--- src/rtl/core/h264fu_pkg.sv ---
// h264fu_pkg: shared types and constants of the H.264 RTP FU-A packetizer
// used by h264fu_emit and h264_rtp_fu_a_packetizer; no dependencies
`default_nettype none

package h264fu_pkg;

   localparam int MtuBits = 14;

   localparam logic [MtuBits-1:0] MtuReset      = 14'd1400;
   localparam logic [MtuBits-1:0] HeaderBytes   = 14'd12;
   localparam logic [MtuBits-1:0] FuOverhead    = 14'd2;
   localparam logic [MtuBits-1:0] FragMinLimit  = 14'd3;
   localparam logic [MtuBits-1:0] FragSizeFloor = 14'd1;

   localparam logic [7:0] ForbiddenMask = 8'h80;
   localparam logic [7:0] NriMask       = 8'h60;
   localparam logic [4:0] NalTypeMask   = 5'h1F;
   localparam logic [7:0] FuATypeCode   = 8'd28;
   localparam logic [7:0] FuStartBit    = 8'h80;
   localparam logic [7:0] FuEndBit      = 8'h40;

   typedef enum logic [1:0] {
      StepIndicator,
      StepFuHeader,
      StepData
   } step_type;

   // results of one input byte, drained one per cycle while the result port is not stalled
   typedef struct packed {
      logic [7:0]  indicator;
      logic [7:0]  frag_hdr;
      logic [7:0]  data;
      logic [15:0] seq;
      logic [31:0] ts;
      logic        marker;
      logic        data_first;
      logic        data_last;
      logic        has_header;
   } run_type;

endpackage

`default_nettype wire

--- src/rtl/core/h264_rtp_fu_a_packetizer.sv ---
// h264_rtp_fu_a_packetizer: RFC 6184 single NAL unit / FU-A packetizer,
// one NAL unit byte per input transfer. uses h264fu_pkg and h264fu_emit
//
//  channel | ports   | direction | carries
//  --------+---------+-----------+------------------------------------------
//  request | req_*   | in        | NAL byte, unit length, frame end, timestamp
//  result  | rsp_*   | out       | payload byte, seq, timestamp, packet flags
//  config  | csr_*   | in        | mtu_bytes, write only
//
// an input transfer is possible every cycle; a byte that opens a fragment
// yields three results, so the single result port sets the pace: a plain
// byte yields one result, a fragment's first byte three, and the header byte of a
// fragmented unit gives no result. a byte passes the input register, then the
// result register. reset is synchronous and restores mtu_bytes to 1400.
// while a result is stalled the input register holds its byte and req_stall rises
`default_nettype none

module h264_rtp_fu_a_packetizer #(
   parameter int LENGTH_BITS = 20
) (
   input  wire                   clock,
   input  wire                   reset,
   input  wire                   req_valid,
   output logic                  req_stall,
   input  wire [7:0]             req_data_byte,
   input  wire [LENGTH_BITS-1:0] req_nalu_length,
   input  wire                   req_last_unit_of_frame,
   input  wire [31:0]            req_timestamp,
   output logic                  rsp_valid,
   input  wire                   rsp_stall,
   output logic [7:0]            rsp_out_byte,
   output logic [15:0]           rsp_seq_num,
   output logic [31:0]           rsp_pkt_timestamp,
   output logic                  rsp_marker,
   output logic                  rsp_packet_first,
   output logic                  rsp_packet_last,
   output logic                  rsp_run_last,
   input  wire                   csr_wr_en,
   input  wire [13:0]            csr_wr_data
);

   localparam int MB     = h264fu_pkg::MtuBits;
   localparam int LenExtW = LENGTH_BITS + 1;
   localparam int CmpW   = (LENGTH_BITS > MB) ? LENGTH_BITS : MB;

   // configuration
   logic [MB-1:0] mtu_ff;

   // input register
   logic                   in_valid_ff, in_valid_in;
   logic [7:0]             in_data_ff;
   logic [LENGTH_BITS-1:0] in_len_ff;
   logic                   in_frame_ff;
   logic [31:0]            in_ts_ff;

   // packetizer state
   logic [15:0]            seq_ff, seq_in;
   logic [LENGTH_BITS-1:0] pos_ff, pos_in;
   logic [MB-1:0]          fill_ff, fill_in;
   logic                   mode_ff, mode_in;
   logic [7:0]             ind_ff, ind_in;
   logic [4:0]             type_ff, type_in;
   logic                   first_ff, first_in;
   logic [LENGTH_BITS-1:0] unit_len_ff;
   logic                   unit_frame_ff;
   logic [31:0]            unit_ts_ff;
   logic [MB-1:0]          frag_size_ff;

   // datapath
   logic                   accept, advance, emit_free, emit_load, no_result;
   logic                   pos_zero;
   logic [MB-1:0]          limit, frag_new;
   logic [LENGTH_BITS-1:0] new_len, len_eff, remaining;
   logic                   frame_eff, first_eff, mode_eff;
   logic [31:0]            ts_eff;
   logic [MB-1:0]          frag_eff, fill_eff, room;
   logic                   unit_end, last_frag, pkt_end, frag_full;
   logic [MB:0]            fill_next;
   h264fu_pkg::run_type    run;

   assign accept    = req_valid && !req_stall;
   assign pos_zero  = (pos_ff == '0);

   assign limit    = (mtu_ff > h264fu_pkg::HeaderBytes) ?
                     (mtu_ff - h264fu_pkg::HeaderBytes) : '0;
   assign frag_new = (limit > h264fu_pkg::FragMinLimit) ?
                     (limit - h264fu_pkg::FuOverhead) : h264fu_pkg::FragSizeFloor;
   assign new_len  = (in_len_ff == '0) ? LENGTH_BITS'(1) : in_len_ff;

   assign len_eff   = pos_zero ? new_len : unit_len_ff;
   assign frame_eff = pos_zero ? in_frame_ff : unit_frame_ff;
   assign ts_eff    = pos_zero ? in_ts_ff : unit_ts_ff;
   assign frag_eff  = pos_zero ? frag_new : frag_size_ff;
   assign fill_eff  = pos_zero ? '0 : fill_ff;
   assign first_eff = pos_zero ? 1'b1 : first_ff;
   assign mode_eff  = pos_zero ? (CmpW'(new_len) > CmpW'(limit)) : mode_ff;

   assign unit_end  = (LenExtW'(pos_ff) + LenExtW'(1)) >= LenExtW'(len_eff);
   assign remaining = len_eff - pos_ff;
   assign room      = frag_eff - fill_eff;
   assign last_frag = CmpW'(remaining) <= CmpW'(room);
   assign fill_next = (MB+1)'(fill_eff) + (MB+1)'(1);
   assign frag_full = fill_next >= (MB+1)'(frag_eff);
   assign pkt_end   = unit_end || frag_full;

   assign no_result = mode_eff && pos_zero;
   assign advance   = in_valid_ff && (no_result || emit_free);
   assign emit_load = advance && !no_result;
   assign req_stall = in_valid_ff && !advance;

   always_comb begin
      in_valid_in = in_valid_ff;
      if (accept) begin
         in_valid_in = 1'b1;
      end else if (advance) begin
         in_valid_in = 1'b0;
      end
   end

   // one input byte: next state and its run of results
   always_comb begin
      seq_in   = seq_ff;
      fill_in  = fill_eff;
      mode_in  = mode_eff;
      ind_in   = ind_ff;
      type_in  = type_ff;
      first_in = first_eff;
      pos_in   = pos_ff + LENGTH_BITS'(1);

      run.indicator  = ind_ff;
      run.frag_hdr   = {3'b000, type_ff};
      run.data       = in_data_ff;
      run.seq        = seq_ff;
      run.ts         = ts_eff;
      run.marker     = frame_eff;
      run.data_first = pos_zero;
      run.data_last  = unit_end;
      run.has_header = 1'b0;

      priority if (!mode_eff) begin
         if (unit_end) begin
            seq_in = seq_ff + 16'd1;
         end
      end else if (pos_zero) begin
         ind_in  = (in_data_ff & (h264fu_pkg::ForbiddenMask | h264fu_pkg::NriMask))
                   | h264fu_pkg::FuATypeCode;
         type_in = in_data_ff[4:0] & h264fu_pkg::NalTypeMask;
      end else begin
         run.marker     = last_frag && frame_eff;
         run.data_first = 1'b0;
         run.data_last  = pkt_end;
         run.has_header = (fill_eff == '0);
         run.frag_hdr   = {3'b000, type_ff}
                          | (first_eff ? h264fu_pkg::FuStartBit : 8'h00)
                          | ((CmpW'(remaining) <= CmpW'(frag_eff)) ?
                             h264fu_pkg::FuEndBit : 8'h00);
         if (fill_eff == '0) begin
            first_in = 1'b0;
         end
         if (pkt_end) begin
            seq_in  = seq_ff + 16'd1;
            fill_in = '0;
         end else begin
            fill_in = fill_next[MB-1:0];
         end
      end

      if (unit_end) begin
         pos_in   = '0;
         mode_in  = 1'b0;
         fill_in  = '0;
         first_in = 1'b1;
      end
   end

   always_ff @(posedge clock) begin
      if (reset) begin
         mtu_ff        <= h264fu_pkg::MtuReset;
         in_valid_ff   <= 1'b0;
         seq_ff        <= '0;
         pos_ff        <= '0;
         fill_ff       <= '0;
         mode_ff       <= 1'b0;
         ind_ff        <= '0;
         type_ff       <= '0;
         first_ff      <= 1'b1;
         unit_len_ff   <= '0;
         unit_frame_ff <= 1'b0;
         unit_ts_ff    <= '0;
         frag_size_ff  <= '0;
      end else begin
         in_valid_ff <= in_valid_in;
         if (csr_wr_en) begin
            mtu_ff <= csr_wr_data;
         end
         if (advance) begin
            seq_ff   <= seq_in;
            pos_ff   <= pos_in;
            fill_ff  <= fill_in;
            mode_ff  <= mode_in;
            ind_ff   <= ind_in;
            type_ff  <= type_in;
            first_ff <= first_in;
            if (pos_zero) begin
               unit_len_ff   <= new_len;
               unit_frame_ff <= in_frame_ff;
               unit_ts_ff    <= in_ts_ff;
               frag_size_ff  <= frag_new;
            end
         end
      end
      if (accept) begin
         in_data_ff  <= req_data_byte;
         in_len_ff   <= req_nalu_length;
         in_frame_ff <= req_last_unit_of_frame;
         in_ts_ff    <= req_timestamp;
      end
   end

   h264fu_emit u_emit (
      .clock             (clock),
      .reset             (reset),
      .load              (emit_load),
      .load_run          (run),
      .free              (emit_free),
      .rsp_valid         (rsp_valid),
      .rsp_stall         (rsp_stall),
      .rsp_out_byte      (rsp_out_byte),
      .rsp_seq_num       (rsp_seq_num),
      .rsp_pkt_timestamp (rsp_pkt_timestamp),
      .rsp_marker        (rsp_marker),
      .rsp_packet_first  (rsp_packet_first),
      .rsp_packet_last   (rsp_packet_last),
      .rsp_run_last      (rsp_run_last)
   );

   // a run is never cut short
   assert property (@(posedge clock) disable iff (reset)
      rsp_valid && !rsp_run_last |=> rsp_valid)
      else $error("result run ended before its last transfer");

   // fragment fill stays below the fragment size
   assert property (@(posedge clock) disable iff (reset)
      mode_ff |-> (fill_ff < frag_size_ff))
      else $error("fragment fill reached fragment size");

   // byte position stays inside the unit
   assert property (@(posedge clock) disable iff (reset)
      (pos_ff != '0) |-> (pos_ff < unit_len_ff))
      else $error("byte position beyond unit length");

endmodule

`default_nettype wire

--- src/rtl/core/h264fu_emit.sv ---
// h264fu_emit: result register of the packetizer; holds one run of up to
// three result bytes and sends them one per transfer. uses h264fu_pkg
`default_nettype none

module h264fu_emit (
   input  wire                      clock,
   input  wire                      reset,
   input  wire                      load,
   input  wire h264fu_pkg::run_type load_run,
   output logic                     free,
   output logic                     rsp_valid,
   input  wire                      rsp_stall,
   output logic [7:0]               rsp_out_byte,
   output logic [15:0]              rsp_seq_num,
   output logic [31:0]              rsp_pkt_timestamp,
   output logic                     rsp_marker,
   output logic                     rsp_packet_first,
   output logic                     rsp_packet_last,
   output logic                     rsp_run_last
);

   logic                 valid_ff, valid_in;
   h264fu_pkg::step_type step_ff, step_in;
   h264fu_pkg::run_type  run_ff, run_in;
   logic                 xfer;
   logic                 last_step;

   assign last_step = (step_ff == h264fu_pkg::StepData);
   assign xfer      = valid_ff && !rsp_stall;
   assign free      = !valid_ff || (xfer && last_step);

   // next state
   always_comb begin
      valid_in = valid_ff;
      step_in  = step_ff;
      run_in   = run_ff;
      if (load) begin
         valid_in = 1'b1;
         run_in   = load_run;
         step_in  = load_run.has_header ? h264fu_pkg::StepIndicator
                                        : h264fu_pkg::StepData;
      end else if (xfer) begin
         unique case (step_ff)
            h264fu_pkg::StepIndicator: step_in = h264fu_pkg::StepFuHeader;
            h264fu_pkg::StepFuHeader:  step_in = h264fu_pkg::StepData;
            h264fu_pkg::StepData:      valid_in = 1'b0;
            default:                   valid_in = 1'b0;
         endcase
      end
   end

   always_ff @(posedge clock) begin
      if (reset) begin
         valid_ff <= 1'b0;
         step_ff  <= h264fu_pkg::StepData;
      end else begin
         valid_ff <= valid_in;
         step_ff  <= step_in;
      end
      run_ff <= run_in;
   end

   // outputs
   always_comb begin
      rsp_valid         = valid_ff;
      rsp_seq_num       = run_ff.seq;
      rsp_pkt_timestamp = run_ff.ts;
      rsp_marker        = run_ff.marker;
      unique case (step_ff)
         h264fu_pkg::StepIndicator: begin
            rsp_out_byte     = run_ff.indicator;
            rsp_packet_first = 1'b1;
            rsp_packet_last  = 1'b0;
            rsp_run_last     = 1'b0;
         end
         h264fu_pkg::StepFuHeader: begin
            rsp_out_byte     = run_ff.frag_hdr;
            rsp_packet_first = 1'b0;
            rsp_packet_last  = 1'b0;
            rsp_run_last     = 1'b0;
         end
         default: begin
            rsp_out_byte     = run_ff.data;
            rsp_packet_first = run_ff.data_first;
            rsp_packet_last  = run_ff.data_last;
            rsp_run_last     = 1'b1;
         end
      endcase
   end

endmodule

`default_nettype wire

--- config.mk ---
export PLATFORM = sky130hd
export DESIGN_NAME = h264_rtp_fu_a_packetizer
export DESIGN_NICKNAME = d
export VERILOG_FILES = /design/src/rtl/core/h264fu_pkg.sv /design/src/rtl/core/h264_rtp_fu_a_packetizer.sv /design/src/rtl/core/h264fu_emit.sv
export SDC_FILE = /design/constraint.sdc
export NUM_CORES = 1
export LEC_CHECK = 0
export BUFFER_PORTS_ARGS = -buffer_cell sky130_fd_sc_hd__clkbuf_2
export CORE_ASPECT_RATIO = 2
export CORE_UTILIZATION = 55
export DETAILED_ROUTE_END_ITERATION = 7
export PLACE_DENSITY_LB_ADDON = 0.2
export SLEW_MARGIN = 40
export SYNTH_ARGS = -nofsm -noshare
export SYNTH_HDL_FRONTEND = slang
export SYNTH_HIERARCHICAL = 1
export SYNTH_SLANG_ARGS = --single-unit
--- constraint.sdc ---
create_clock -name clock -period 8.3 [get_ports clock]
set_input_delay 0.83 -clock clock [delete_from_list [all_inputs] [get_ports clock]]
set_output_delay 0.83 -clock clock [all_outputs]
set_load 0.05 [all_outputs]
# Yosys cells after proc, flatten, opt, wreduce, memory -nomap -nowiden
# Index checks and enable logic that the tools add are counted.
# W data, S select, Z words.
[totals]
out_inout_bits = 62
register_bits = 282
wordCells = 124
[classes]
n_lt_le_gt_ge = 7
addsub = 8
n_reduce_logical = 30
muxes = 43
bitwise_logic = 3
n_eq_ne = 5
[ops]
columns = ["operator", "n"]
rows = [
  ["$mux W14", 8],
  ["$mux W16", 4],
  ["$mux W20", 3],
  ["$le A20 B14 Y1", 2],
  ["$logic_not A20 Y1", 2],
  ["$mux W32", 1],
  ["$add A20 B1 Y21 const B", 1],
  ["$ge A21 B20 Y1", 1],
  ["$add A20 B1 Y20 const B", 1],
  ["$gt A20 B14 Y1", 1],
  ["$sub A20 B20 Y20", 1],
  ["$add A16 B1 Y16 const B", 1],
  ["$pmux W8 S2", 1],
  ["$add A14 B1 Y15 const B", 1],
  ["$ge A15 B14 Y1", 1],
  ["$mux W1", 15],
  ["$gt A14 B2 Y1 const B", 1],
  ["$gt A14 B4 Y1 const B", 1],
  ["$logic_not A14 Y1", 1],
  ["$sub A14 B14 Y14", 1],
  ["$sub A14 B2 Y14 const B", 1],
  ["$sub A14 B4 Y14 const B", 1],
  ["$mux W5", 2],
  ["$logic_and A1 B1 Y1", 8],
  ["22 further kinds", 36],
]

# Depth between registers and ports, before layout
[depth]
depth_word = 12
ltp_mapped = 28

# Hierarchy
# The synthesis kept the hierarchy.
[by_module_without_submodules]
columns = ["module", "area_per_inst_um2", "cells_per_inst", "instances", "seq_area_each_um2"]
rows = [
  ["h264_rtp_fu_a_packetizer", 13015.0, 1527, 1, 4694.5],
  ["h264fu_emit", 2939.1, 168, 1, 2312.2],
]

# Worst setup path after synthesis
# OpenSTA, ideal clock, no wires.
[synth_path]
kind = "flip-flop to flip-flop"
startpoint = "reg mtu_ff[5]"
endpoint = "reg u_emit.run_ff (netlist bit u_emit/rsp_marker) (data pin)"
arrival_ns = 5.218
synth_period_minus_slack_ns = 5.478
setup_slack_ns = 2.822
stages_incl_launch_ff = 25
cell_sequence = "dfxtp_1 -> buf_6 -> or4_1 -> buf_2 -> nor4_1 -> mux2i_1 -> nand2_1 -> nor2_4 -> a21oi_1 -> mux2i_1 -> inv_1 -> ha_1 -> nor2b_1 -> o21ai_0 -> a21boi_0 -> or4_1 -> a31o_2 -> xnor2_1 -> ha_1 -> nand4_1 -> a211oi_1 -> o41ai_1 -> a211o_1 -> a41oi_1 -> o21ai_0"
[synth_rtl]
columns = ["element", "line", "source"]
rows = [
  ["start, declared", "h264_rtp_fu_a_packetizer.sv:47", "logic [MB-1:0] mtu_ff;"],
  ["start signal, assigned", "h264_rtp_fu_a_packetizer.sv:178", "mtu_ff <= h264fu_pkg::MtuReset;"],
  ["start signal, assigned", "h264_rtp_fu_a_packetizer.sv:194", "mtu_ff <= csr_wr_data;"],
  ["end signal, assigned", "h264fu_emit.sv:60", "run_ff <= run_in;"],
  ["end, declared", "h264fu_emit.sv:24", "h264fu_pkg::run_type run_ff, run_in;"],
]

==> results.cfg <==
[run_status]
outcome = completed

[hold_path]
hp-start = ind_ff[6]
hold_end = u_emit/run_ff[74]
holdPathStages = 0
hp-class = flop to flop

[place]
dp_hpwl_mm = 30.25
port_buffers = 141
place.gp.congestion = 0.9339
dp_slack_ns = 2.007
dp.cells = 2068

[die]
die_h_um = 242.9
core_area_um2 = 28300
io_pins = 142
die_w_um = 122.4
initial_core_util_pct = 56.37
fp-row-count = 87
dieArea_um2 = 29730

[route]
viasPerCell = 5.812
drtIter0Drc = 572
routedWlPerCell_um = 19.11
routed-via-count = 12300
drcViolationCount = 0
firstDrtPassIters = 5
highest_layer = met4
drt-met1-wl_mm = 14.13
dr_wl_met2_mm = 21.40
ant_nets = 0
dr_wl_met3_mm = 1.406
routed_wl_mm = 40.43

[layout]
nNetsFinal = 1937
finalNonFillerCells = 2116
diodes = 0
drive_above_1_share_pct = 13.41
regArea_um2 = 7007
n_fill_cell = 2420
multi_input_area_um2 = 7845
synthToLayoutAreaGrowth_pct = 8.752

[sta]
fmax_ghz = 0.1577
finalCritPeriodShare_pct = 76.41
rsz0062_at_grt = false
worst_hold_slack_ns = 0.4323
hold_violations = 0
drv_slew = 0
slew_headroom_pct = 42.30
fin_skew_ns = 0.01231
worst_pin_slew_ns = 0.8645
setup-tns-final_ns = 0
period_needed_ns = 6.342
fin_ws_ns = 1.958
setup_viol = 0

[worst_setup_path]
max_stage_delay_ns = 0.68
crit_arrival_ns = 6.63
path_cells = or4_1, nor4_1, mux2i_1, nand2_1, nor2_4, a21oi_1, mux2i_1, inv_1, ha_1, nor2b_1, o21ai_0, a21boi_0, or4_1, nand3_1, a31oi_1, xnor2_1, ha_1, nand4_1, a211oi_1, o41ai_1, a211o_1, a41oi_1, o21ai_0
reg2reg_from = mtu_ff[4]
critPathBufInv = 1
worstSetupPathType = flop to flop
cp-end-kind = flop
start_kind = flop
cp_max_fo = 9
rr_endpoint = u_emit/rsp_marker
rrSetupSlack_ns = 1.96
critical_path.top_delay_family = simple AND/OR/NAND/NOR gates
cp_slowest_cell = or4_1
cp.required_ns = 8.59
ff2ff_path_depth = 23

[synthesis]
synthArstFlopShare_pct = 0
synth-main-ff-cell = dfxtp_1
yosys_warnings = 6
yosys-top-cells-area = edfxtp_1 (26%), dfxtp_1 (18%), ha_1 (9.0%), nand2_1 (6.4%), a21oi_1 (3.6%)
synthDistinctLibCells = 94
syn_avg_cell_area_um2 = 9.412
synth_top_area_share_pct = 25.60
syn_inst = 1695
synth-seq-cells = 282
yosys.area.top_type = edfxtp_1
syn-cell-area_um2 = 15950
synth-edff-count = 136
ys_seq_area_share_pct = 43.92

[clock_tree]
cts_tree = done
cts_made_buffers = 26
cts_sinks = 282
holdBufCountCts = 0
cts.clk_slew.worst_paths_ns = 0.07
clockRootBuffer = clkbuf_16
h-tree-depth = 1
cts_setup_buffers = 0
clk_latency_ns = 0.56
cts-resized-gates = 0
cts_buffer_depth = 3

[global_route]
grt_max_degree = 75
grt_use_total_pct = 27.64
antenna_found_initial = 0
grt_pass1_wl_mm = 63.54
overflow = 0
grt_pass1_vias = 12530

[job]
cap_violations = 0

[pwr]
powerDensity_nw_per_um2 = 199.7
leakagePower_nw = 7.261
peakVddDrop_uv = 194.2
## cell families (layout without fill, tap and decap cells)
kind of cell / count (synthesis) / count (layout) / synth area share, %
multiplexers: 56 / 56 / 3.529
XOR/XNOR: 68 / 68 / 3.733
flip-flops: 282 / 282 / 43.92
adder cells (fa/ha/maj): 117 / 117 / 9.270
buffers and inverters: 230 / 293 / 7.239
AO/OA/AOI/OAI: 350 / 350 / 14.68
other: 1 / 3 / 0.02351
AND/OR/NAND/NOR: 591 / 591 / 17.61
## worst reg2reg max path: cells and delay by family, from the launching register on
kind	cells	cell delay (ns)
AND/OR/NAND/NOR	8	2.38
AO/OA/AOI/OAI	9	1.51
multiplexers	2	0.97
adder cells (fa/ha/maj)	2	0.59
flip-flops	1	0.36
XOR/XNOR	1	0.17
buffers and inverters	1	0.09
## where the power goes
part | internal, W | total [W] | switching (W)
registers | 0.00152 | 0.00156 | 0.0000373
clock network | 0.000698 | 0.00124 | 0.000541
logic | 0.000255 | 0.000666 | 0.000411
## through the flow
stage / cell area [um2] / total power [W] / util, %
final: 17350 / 0.003465 / 61.30
after floorplan: 15960 / 0.002065 / -
after CTS: 17350 / 0.003481 / 61.30
after global routing: 17350 / 0.003609 / 61.30
after global placement: 16460 / 0.002241 / 58.16
after detailed placement: 16470 / 0.002252 / 58.19
## layout by cell type (no fill, tap or decap), types with 5 or more instances in the layout
cell / netlist / final
nand3_1: 39 / 39
nor4_1: 15 / 15
or3_1: 8 / 7
nand4_1: 23 / 23
a211oi_1: 28 / 28
or4_1: 12 / 12
nand4b_1: 5 / 5
clkbuf_2: 0 / 140
clkinv_1: 0 / 5
ha_1: 115 / 115
o21a_1: 13 / 13
nand2b_1: 12 / 12
or2_2: 5 / 5
and2_1: 15 / 14
a22oi_1: 12 / 12
nor3_1: 22 / 22
nand2_1: 272 / 272
a31oi_1: 6 / 6
inv_1: 88 / 88
edfxtp_1: 136 / 136
o211ai_1: 9 / 9
nor2b_1: 16 / 16
a21oi_1: 115 / 115
mux2i_1: 54 / 54
clkbuf_16: 0 / 26
xor2_1: 20 / 20
a22o_1: 11 / 11
nor2_1: 100 / 100
a21o_1: 26 / 26
and3_1: 20 / 19
o21ai_0: 58 / 58
buf_4: 51 / 15
dfxtp_1: 146 / 146
xnor2_1: 48 / 48
o31ai_1: 13 / 12
## sequential cells by signal (all words and copies together) (netlist names), 8 cells and up
register / count
fill_ff: 14
frag_size_ff: 14
in_data_ff: 8
in_len_ff: 20
in_ts_ff: 32
mtu_ff: 14
pos_ff: 20
seq_ff: 16
u_emit/rsp_pkt_timestamp: 32
u_emit/rsp_seq_num: 16
u_emit/run_ff: 26
unit_len_ff: 20
unit_ts_ff: 32
## Yosys cell counts, types with 4 or more instances
cell and number:
a2111oi_0 4, a211oi_1 28, a21o_1 26, a21oi_1 115
a22o_1 11, a22oi_1 12, a31oi_1 6, and2_1 15
and3_1 20, and4_1 4, buf_1 4, buf_2 16
buf_4 51, buf_6 6, clkbuf_1 61, dfxtp_1 146
edfxtp_1 136, ha_1 115, inv_1 88, mux2i_1 54
nand2_1 272, nand2b_1 12, nand3_1 39, nand4_1 23
nand4b_1 5, nor2_1 100, nor2b_1 16, nor3_1 22
nor4_1 15, o211ai_1 9, o21a_1 13, o21ai_0 58
o21bai_1 4, o31a_1 4, o31ai_1 13, or2_2 5
or3_1 8, or4_1 12, xnor2_1 48, xor2_1 20
## worst max path at each step
stage,end,startpoint,cells after the start,slack (ns)
final,u_emit/rsp_marker,mtu_ff[4],23,1.96
after global routing,u_emit/rsp_marker,mtu_ff[4],23,1.42
after CTS,u_emit/rsp_marker,mtu_ff[4],22,1.98
after detailed placement,u_emit/rsp_marker,mtu_ff[4],22,2.01
after global placement,u_emit/rsp_marker,mtu_ff[4],22,2.14
after floorplan,u_emit/rsp_marker,mtu_ff[5],24,2.82
## cell type report
type	instances	area share (%)
Timing Repair Buffer	156	4.752
Clock inverter	16	1.089
Tap cell	356	2.567
Sequential cell	282	40.38
Inverter	89	1.998
Clock buffer	32	3.995
Multi-Input combinational cell	1185	45.22
## routing by layer
metal  global-route usage, %  vias to the layer above
li1                        -                     6086
met1                   26.64                     5728
met3                   2.749                      145
met4                   21.99                        0
met2                   51.45                      339
met5                       0                        -
Note: power is estimated with default switching activity, not from simulation.
